**src/sv/css_pkg.sv**
```systemverilog
`timescale 1ns / 1ps
// ----------------------------------------------------------------------------
// css_pkg
// Types, codes and constants shared by the charge session sequencer.
// ----------------------------------------------------------------------------
package css_pkg;

  localparam int CFG_DW = 10;
  localparam int CFG_AW = 3;
  localparam int IN_DW  = 48;
  localparam int OUT_DW = 32;

  // Monitor check schedule, in ticks within one check period
  localparam logic [8:0] CHECK_PERIOD     = 9'd200;
  localparam logic [7:0] AT_CURRENT_CHECK = 8'd150;
  localparam logic [7:0] AT_SOC_CHECK     = 8'd160;
  localparam logic [7:0] AT_RAMP_CHECK    = 8'd180;

  // Register indexes on the configuration port
  localparam logic [CFG_AW-1:0] REG_STOP_SOC    = 3'd0;
  localparam logic [CFG_AW-1:0] REG_INIT_CUR    = 3'd1;
  localparam logic [CFG_AW-1:0] REG_CUR_STEP    = 3'd2;
  localparam logic [CFG_AW-1:0] REG_CUR_CAP     = 3'd3;
  localparam logic [CFG_AW-1:0] REG_MIN_MAX     = 3'd4;
  localparam logic [CFG_AW-1:0] REG_ARM_OUT_WT  = 3'd5;
  localparam logic [CFG_AW-1:0] REG_ARM_IN_WT   = 3'd6;
  localparam logic [CFG_AW-1:0] REG_ARM_REPEATS = 3'd7;

  typedef enum logic [8:0] {
    ST_START    = 9'b0_0000_0001,
    ST_ARM_OUT  = 9'b0_0000_0010,
    ST_WAIT_OUT = 9'b0_0000_0100,
    ST_APPLY    = 9'b0_0000_1000,
    ST_MONITOR  = 9'b0_0001_0000,
    ST_ARM_IN   = 9'b0_0010_0000,
    ST_WAIT_IN  = 9'b0_0100_0000,
    ST_STOP     = 9'b0_1000_0000,
    ST_OVER     = 9'b1_0000_0000
  } stage_t;

  typedef enum logic [2:0] {
    CMD_NONE      = 3'd0,
    CMD_BAT_START = 3'd1,
    CMD_ARM_OUT   = 3'd2,
    CMD_APPLY     = 3'd3,
    CMD_ARM_IN    = 3'd4,
    CMD_BAT_STOP  = 3'd5,
    CMD_RELEASE   = 3'd6
  } cmd_t;

  typedef struct packed {
    logic [7:0] stop_soc_level;
    logic [9:0] initial_current;
    logic [7:0] current_step;
    logic [9:0] current_cap;
    logic [9:0] min_allowed_max;
    logic [7:0] arm_out_wait_ticks;
    logic [7:0] arm_in_wait_ticks;
    logic [3:0] arm_repeats;
  } cfg_t;

  localparam cfg_t CFG_RESET = '{
    stop_soc_level:     8'd85,
    initial_current:    10'd20,
    current_step:       8'd10,
    current_cap:        10'd120,
    min_allowed_max:    10'd10,
    arm_out_wait_ticks: 8'd150,
    arm_in_wait_ticks:  8'd60,
    arm_repeats:        4'd3
  };

  typedef struct packed {
    stage_t     stage;
    logic [7:0] tick_count;
    logic [1:0] neg_current_count;
    logic [1:0] soc_over_count;
    logic [9:0] charge_setpoint;
    logic       running;
  } seq_state_t;

  // Last member sits in the lowest bits
  typedef struct packed {
    logic [15:0] battery_max_current;
    logic        max_valid;
    logic [7:0]  soc_reading;
    logic        soc_valid;
    logic [15:0] battery_current;
    logic        current_valid;
    logic        stop_request;
    logic        start_req;
  } tick_in_t;

  typedef struct packed {
    logic       finished;
    logic [3:0] stage_out;
    logic       max_current_write;
    logic [9:0] max_current_out;
    logic [9:0] current_setpoint;
    cmd_t       command;
  } tick_out_t;

  function automatic logic [3:0] stage_num(input stage_t s);
    logic [3:0] n;
    unique case (s)
      ST_START:    n = 4'd0;
      ST_ARM_OUT:  n = 4'd1;
      ST_WAIT_OUT: n = 4'd2;
      ST_APPLY:    n = 4'd3;
      ST_MONITOR:  n = 4'd4;
      ST_ARM_IN:   n = 4'd5;
      ST_WAIT_IN:  n = 4'd6;
      ST_STOP:     n = 4'd7;
      ST_OVER:     n = 4'd8;
      default:     n = 4'd9;
    endcase
    return n;
  endfunction

endpackage

```
**src/sv/css_step.sv**
```systemverilog
`timescale 1ns / 1ps
// ----------------------------------------------------------------------------
// css_step
// Next-state and result logic for one control tick of the session sequencer.
// ----------------------------------------------------------------------------
module css_step
  import css_pkg::*;
(
  input  cfg_t       cfg,
  input  seq_state_t cur,
  input  tick_in_t   tin,
  output seq_state_t nxt,
  output tick_out_t  res
);

  always_comb begin
    seq_state_t s;
    cmd_t       cmd;
    logic [9:0] mx;
    logic       mxw;
    logic [8:0] tick_wide;
    logic [9:0] m_clip;
    logic [10:0] ramp_sum;
    logic       leave;

    s         = cur;
    cmd       = CMD_NONE;
    mx        = '0;
    mxw       = 1'b0;
    tick_wide = '0;
    m_clip    = '0;
    ramp_sum  = '0;
    leave     = 1'b0;

    // Re-arm after the session is over
    if (!cur.running && tin.start_req) begin
      s.running           = 1'b1;
      s.stage             = ST_START;
      s.tick_count        = '0;
      s.neg_current_count = '0;
      s.soc_over_count    = '0;
    end

    if (s.running) begin
      // Stop request jumps to retraction; fault counters are kept
      if (tin.stop_request) begin
        s.tick_count = '0;
        s.stage      = ST_ARM_IN;
      end

      unique case (s.stage)
        ST_START: begin
          cmd               = CMD_BAT_START;
          s.charge_setpoint = cfg.initial_current;
          s.stage           = ST_ARM_OUT;
        end
        ST_ARM_OUT: begin
          if (s.tick_count < {4'd0, cfg.arm_repeats}) begin
            cmd          = CMD_ARM_OUT;
            s.tick_count = s.tick_count + 8'd1;
          end else begin
            s.tick_count = '0;
            s.stage      = ST_WAIT_OUT;
          end
        end
        ST_WAIT_OUT: begin
          if (s.tick_count < cfg.arm_out_wait_ticks) begin
            s.tick_count = s.tick_count + 8'd1;
          end else begin
            s.tick_count = '0;
            s.stage      = ST_APPLY;
          end
        end
        ST_APPLY: begin
          cmd          = CMD_APPLY;
          s.tick_count = '0;
          s.stage      = ST_MONITOR;
        end
        ST_MONITOR: begin
          tick_wide = {1'b0, s.tick_count} + 9'd1;
          if (tick_wide >= CHECK_PERIOD) begin
            s.tick_count = '0;
          end else begin
            s.tick_count = tick_wide[7:0];
          end

          if (s.tick_count == AT_CURRENT_CHECK) begin
            if (tin.current_valid) begin
              if (tin.battery_current[15]) begin
                s.neg_current_count = s.neg_current_count + 2'd1;
                // Two discharging readings in a row: cut current, retract
                if (s.neg_current_count == 2'd2) begin
                  s.charge_setpoint = '0;
                  cmd               = CMD_APPLY;
                  leave             = 1'b1;
                end
              end else begin
                s.neg_current_count = '0;
              end
            end
          end else if (s.tick_count == AT_SOC_CHECK) begin
            if (tin.soc_valid) begin
              if (tin.soc_reading > cfg.stop_soc_level) begin
                s.soc_over_count = s.soc_over_count + 2'd1;
                if (s.soc_over_count == 2'd2) begin
                  leave = 1'b1;
                end
              end else begin
                s.soc_over_count = '0;
              end
            end
          end else if (s.tick_count == AT_RAMP_CHECK) begin
            if (tin.max_valid) begin
              if (tin.battery_max_current <= {6'd0, cfg.min_allowed_max}) begin
                leave = 1'b1;
              end else begin
                if (tin.battery_max_current > {6'd0, cfg.current_cap}) begin
                  m_clip = cfg.current_cap;
                end else begin
                  m_clip = tin.battery_max_current[9:0];
                end
                mx       = m_clip;
                mxw      = 1'b1;
                ramp_sum = {1'b0, s.charge_setpoint} + {3'd0, cfg.current_step};
                if (ramp_sum < {1'b0, m_clip}) begin
                  s.charge_setpoint = ramp_sum[9:0];
                  cmd               = CMD_APPLY;
                end else if (s.charge_setpoint > m_clip) begin
                  // Step down, saturating at zero
                  if (s.charge_setpoint > {2'd0, cfg.current_step}) begin
                    s.charge_setpoint = s.charge_setpoint - {2'd0, cfg.current_step};
                  end else begin
                    s.charge_setpoint = '0;
                  end
                  cmd = CMD_APPLY;
                end
              end
            end
          end

          if (leave) begin
            s.tick_count        = '0;
            s.neg_current_count = '0;
            s.soc_over_count    = '0;
            s.stage             = ST_ARM_IN;
          end
        end
        ST_ARM_IN: begin
          if (s.tick_count < {4'd0, cfg.arm_repeats}) begin
            cmd          = CMD_ARM_IN;
            s.tick_count = s.tick_count + 8'd1;
          end else begin
            s.tick_count = '0;
            s.stage      = ST_WAIT_IN;
          end
        end
        ST_WAIT_IN: begin
          if (s.tick_count < cfg.arm_in_wait_ticks) begin
            s.tick_count = s.tick_count + 8'd1;
          end else begin
            s.tick_count = '0;
            s.stage      = ST_STOP;
          end
        end
        ST_STOP: begin
          cmd     = CMD_BAT_STOP;
          s.stage = ST_OVER;
        end
        ST_OVER: begin
          cmd       = CMD_RELEASE;
          s.running = 1'b0;
        end
        default: begin
          cmd = CMD_NONE;
        end
      endcase
    end

    nxt                   = s;
    res.command           = cmd;
    res.current_setpoint  = s.charge_setpoint;
    res.max_current_out   = mx;
    res.max_current_write = mxw;
    res.stage_out         = stage_num(s.stage);
    res.finished          = (s.stage == ST_OVER);
  end

endmodule

```
**src/sv/charge_session_sequencer.sv**
```systemverilog
`timescale 1ns / 1ps
// ----------------------------------------------------------------------------
// charge_session_sequencer
// Walks one charging session through its stages, one command per control tick.
// ----------------------------------------------------------------------------
// The result for an item is registered in res_q and is on m_tdata in the cycle after the item is taken.
// One item per cycle while m_tready takes each result; the session state updates as each item is taken.
// A held result that is not taken holds s_tready low until m_tready takes it.
// Reset (rst, synchronous): start stage, counters and setpoint zero, running,
// configuration registers back to their defaults, no result pending.
module charge_session_sequencer
  import css_pkg::*;
(
  input  logic              clk,
  input  logic              rst,
  // start_req, stop_request, current_valid, battery_current[15:0], soc_valid,
  // soc_reading[7:0], max_valid, battery_max_current[15:0], zero pad
  input  logic [IN_DW-1:0]  s_tdata,
  input  logic              s_tvalid,
  output logic              s_tready,
  // command[2:0], current_setpoint[9:0], max_current_out[9:0],
  // max_current_write, stage_out[3:0], finished, zero pad
  output logic [OUT_DW-1:0] m_tdata,
  output logic              m_tvalid,
  input  logic              m_tready,
  input  logic              cfg_we,
  input  logic [CFG_AW-1:0] cfg_addr,
  input  logic [CFG_DW-1:0] cfg_data
);

  cfg_t       cfg;
  seq_state_t state;
  seq_state_t state_next;
  tick_in_t   tin;
  tick_out_t  res;
  tick_out_t  res_q;
  logic       take;

  assign tin      = tick_in_t'(s_tdata[$bits(tick_in_t)-1:0]);
  assign s_tready = !m_tvalid || m_tready;
  assign take     = s_tvalid && s_tready;
  assign m_tdata  = {{(OUT_DW-$bits(tick_out_t)){1'b0}}, res_q};

  css_step u_step (
    .cfg (cfg),
    .cur (state),
    .tin (tin),
    .nxt (state_next),
    .res (res)
  );

  always_ff @(posedge clk) begin
    if (rst) begin
      cfg <= CFG_RESET;
    end else if (cfg_we) begin
      unique case (cfg_addr)
        REG_STOP_SOC:    cfg.stop_soc_level     <= cfg_data[7:0];
        REG_INIT_CUR:    cfg.initial_current    <= cfg_data;
        REG_CUR_STEP:    cfg.current_step       <= cfg_data[7:0];
        REG_CUR_CAP:     cfg.current_cap        <= cfg_data;
        REG_MIN_MAX:     cfg.min_allowed_max    <= cfg_data;
        REG_ARM_OUT_WT:  cfg.arm_out_wait_ticks <= cfg_data[7:0];
        REG_ARM_IN_WT:   cfg.arm_in_wait_ticks  <= cfg_data[7:0];
        REG_ARM_REPEATS: cfg.arm_repeats        <= cfg_data[3:0];
        default:         cfg                    <= cfg;
      endcase
    end
  end

  always_ff @(posedge clk) begin
    if (rst) begin
      state.stage             <= ST_START;
      state.tick_count        <= '0;
      state.neg_current_count <= '0;
      state.soc_over_count    <= '0;
      state.charge_setpoint   <= '0;
      state.running           <= 1'b1;
    end else if (take) begin
      state <= state_next;
    end
  end

  // Hold the result until taken
  always_ff @(posedge clk) begin
    if (rst) begin
      m_tvalid <= 1'b0;
    end else if (take) begin
      m_tvalid <= 1'b1;
    end else if (m_tready) begin
      m_tvalid <= 1'b0;
    end
  end

  always_ff @(posedge clk) begin
    if (take) begin
      res_q <= res;
    end
  end

endmodule

```
**config.mk**
```make
export PLATFORM = sky130hd
export DESIGN_NAME = charge_session_sequencer
export DESIGN_NICKNAME = d
export VERILOG_FILES = /design/src/sv/css_pkg.sv /design/src/sv/css_step.sv /design/src/sv/charge_session_sequencer.sv
export SDC_FILE = /design/constraint.sdc
export NUM_CORES = 1
export LEC_CHECK = 0
export CORE_MARGIN = 2
export CORE_UTILIZATION = 41
export CTS_BUF_LIST = sky130_fd_sc_hd__clkbuf_2
export DETAILED_ROUTE_END_ITERATION = 10
export DONT_BUFFER_PORTS = 1
export PLACE_DENSITY = 0.52
export SETUP_SLACK_MARGIN = 0.3
export SYNTH_ARGS = -nofsm -noshare
export SYNTH_HDL_FRONTEND = slang
export SYNTH_SLANG_ARGS = --single-unit
```
**constraint.sdc**
```tcl
create_clock -name clk -period 6.25 [get_ports clk]
set_input_delay 0.3125 -clock clk [delete_from_list [all_inputs] [get_ports clk]]
set_output_delay 0.3125 -clock clk [all_outputs]
set_load 0.01 [all_outputs]
```
==> summary.md <==
| Metric | Value |
|---|---|
| Status | finished, final reports clean |
| # H-tree levels | 4 |
| Pwr/cell area | 175.2 mW/mm² |
| Hold Crit Depth | 4 |
| Final TNS setup | 0 ps |
| ANT nets after route | 0 |
| Global Route Usage Sum | 23.60% |
| Unrepaired setup endpoints after global routing | no |
| Post-synth EDFFs | 29 |
| Sink Count | 128 |
| Most frequent cells in the layout | nand2_1, dfxtp_1, nor2_1 |
| Tmin final | 5232 ps |
| Total gr overflow | 0 |
| Die height | 153.5 µm |
| Share of layout cells above drive strength 1 | 6.598% |
| Syn Area/Cell | 8.007 µm² |
| Number of port buffers | 0 |
| WHS Endpoint | cfg[31] |
| Final Routed Wirelength | 28,060 µm |
| Worst setup margin | 1018 ps |
| CTS tree | built |
| Number of synthesized register bits | 128 |
| Post-Synth Simple-Gate Area | 23.54% |
| Clock slew at reported path FFs | 210 ps |
| R2r setup slk | 1020 ps |
| Residual DRC | 0 |
| Commonest non-fill, non-tap cell in the layout | nand2_1 |
| Drt first pass iters | 5 |
| Worst endpoint required time | 6690 ps |
| Placed cells | 1,377 |
| Vias in the first global route | 7,835 |
| Per-cell routed wire length | 19.38 µm |
| Leakage power | 4.026 nW |
| Clock Skew | 33.57 ps |
| Number of DRC markers in iteration 0 | 622 |
| Yosys cell types | 91 |
| HP Class | in2reg |
| Largest net degree at the start of global routing | 68 |
| Placer Congestion | 0.8972 |
| Hold Fails Final Rpt | 0 |
| Total Die Area | 0.02357 mm² |
| RR Startpoint | cfg[33] |
| Later-pin clock latency in the skew report | 720 ps |
| Initial antenna violation count | 1 |
| Synth Area in XOR/XNOR | 1.911% |
| Reg2Reg Depth | 20 |
| YS warnings | 0 |
| Mux cell area share after synthesis | 2.648% |
| Dpl cell area | 0.009328 mm² |
| Final setup violation count | 0 |
| CP startpoint kind | flop |
| Fin area | 0.009958 mm² |
| Cells after Synth | 1,145 |
| Synth Area in Compound Gates | 22.34% |
| Seq/Total Area, Yosys | 31.12% |
| Pins Over Slew Limit | 0 |
| VDD IR max | 0.08941 mV |
| Hold Buf Count CTS | 39 |
| Reg-to-Reg End | m_tdata[5] |
| Worst EP arrival | 5670 ps |
| Synth Area in Adders | 11.90% |
| FP Rows | 54 |
| Crit end category | flop |
| FMAX | 0.1911 GHz |
| Vias | 8,385 |
| Crit path max fanout | 19 |
| Initial core utilization | 41.88% |
| Finished Layout Cells | 1,448 |
| Drt via density | 5.791 |
| Largest family of logic cells by synthesized area | simple AND/OR/NAND/NOR gates |
| Layout net count | 1,307 |
| Maxcap violations | 0 |
| Slew Limit Headroom | 36.75% |
| Global-route wire length before repair | 44,210 µm |
| Final worst-path cycle share | 83.71% |
| Io pins | 100 |
| Hold path start | cfg_addr[2] |
| Post-Synthesis Cell Area | 0.009168 mm² |
| Fin util | 45.49% |
| HPWL after detailed placement | 20,380 µm |
| Die W | 153.5 µm |
| Root buf cell | clkbuf_2 |
| Max Buffers Root-to-Sink | 2 |
| Area growth, synth to finish | 8.626% |
| Most used DFF post-synth | dfxtp_1 |
| TritonCTS Buffers | 17 |
| Worst Tran Pin Value | 945.2 ps |
| CTS resizes | 0 |
| Core area | 0.02189 mm² |
| Type of the worst setup path | reg2reg |
| Async S/R FF share, synth | 0% |
| Pre-CTS setup slack | 1071 ps |
| Post-CTS Setup Repair Bufs | 0 |
| Fillers | 2,246 |
## registers in the layout, summed over array words and instances (netlist names)
register  cells
m_tvalid      1
m_tdata      29
state        32
cfg          66
## power by group
group / switching (mW) / internal (mW) / leakage [nW]
Clock: 0.372 / 0.150 / 0.131
Combinational: 0.192 / 0.119 / 2.80
Sequential: 0.0311 / 0.880 / 1.09
Total: 0.596 / 1.15 / 4.03
## kinds of logic (layout without fill, tap and decap cells)
group / after synthesis / count (layout)
buffers and inverters: 146 / 166
multiplexers: 24 / 24
AO/OA/AOI/OAI: 307 / 307
other: 1 / 4
flip-flops: 128 / 128
AND/OR/NAND/NOR: 433 / 433
XOR/XNOR: 20 / 20
adder cells (fa/ha/maj): 86 / 86
## final cells by class
type / count / area [µm²] / area share (%)
repair buffers: 49 / 483.0 / 4.850
inverters: 86 / 322.8 / 3.242
multi-input cells: 873 / 5727 / 57.51
well taps: 280 / 350.3 / 3.518
flip-flops and latches: 128 / 2853 / 28.65
clock inverters: 14 / 135.1 / 1.357
clock buffers: 17 / 85.08 / 0.8544
diodes: 1 / 2.502 / 0.02513
## how the worst max path moves through the flow
stage / from / endpoint / slack (ps) / cells past startpoint
floorplan: cfg[33] / m_tdata[8] / 1650 / 20
global placement: s_tdata[42] / m_tdata[4] / 1130 / 16
detailed placement: cfg[33] / m_tdata[8] / 1070 / 20
CTS: cfg[33] / m_tdata[8] / 1030 / 20
global route: cfg[33] / m_tdata[8] / 460 / 20
finish: cfg[33] / m_tdata[5] / 1020 / 20
## cell usage after synthesis, drive strengths merged (5+ instances only)
master | count | area [µm²]
o21a | 11 | 82.58
o22ai | 5 | 37.53
clkbuf | 44 | 165.2
nor3 | 22 | 120.1
nand4 | 16 | 106.4
o21ai | 52 | 260.3
o211ai | 34 | 255.2
nand4b | 6 | 52.55
nand3 | 30 | 162.7
buf | 16 | 107.6
a31oi | 23 | 165.2
a211oi | 6 | 45.04
ha | 84 | 1051
nand2b | 9 | 56.30
and2 | 5 | 31.28
xnor2 | 18 | 157.7
edfxtp | 29 | 870.8
inv | 85 | 319.1
a22oi | 10 | 75.07
or2 | 10 | 62.56
a211o | 8 | 70.07
nand2 | 155 | 581.8
nor2b | 15 | 93.84
nor2 | 99 | 374.1
nor4 | 13 | 108.9
dfxtp | 99 | 1982
a21o | 11 | 82.58
a21oi | 94 | 481.7
mux2i | 22 | 220.2
and3 | 17 | 111.4
or3 | 11 | 68.82
## through the flow
step | hold slack [ps] | total power [mW]
global placement | 389.5 | 1.193
finish | 84.53 | 1.745
detailed placement | 391.0 | 1.195
floorplan | 431.7 | 1.139
global route | 8.127 | 1.834
CTS | 1.214 | 1.755
## routing by layer
| metal | share of wire (%) | vias to the layer above | GRT usage [%] |
|---|---|---|---|
| li1 | - | 4159 | - |
| met1 | 51 | 3963 | 34.80 |
| met2 | 44 | 243 | 36.30 |
| met3 | 4.0 | 20 | 3.636 |
| met4 | 0.97 | 0 | 5.505 |
| met5 | 0 | - | 0 |
## critical path: stages (launching register included)
cell,delay [ps]
dfxtp_1,360
inv_1,60
ha_1,290
a21o_1,180
a21oi_1,150
o221ai_1,130
a31oi_1,310
o21a_1,580
nor2_1,80
a21oi_1,330
ha_1,310
a21oi_1,140
nor2b_1,60
o21ai_0,220
a21oi_1,100
a211oi_1,290
o31a_1,440
nand2_1,310
mux2i_1,220
a2bb2oi_1,220
o21ai_0,180
(Power assumes the default switching activity.)
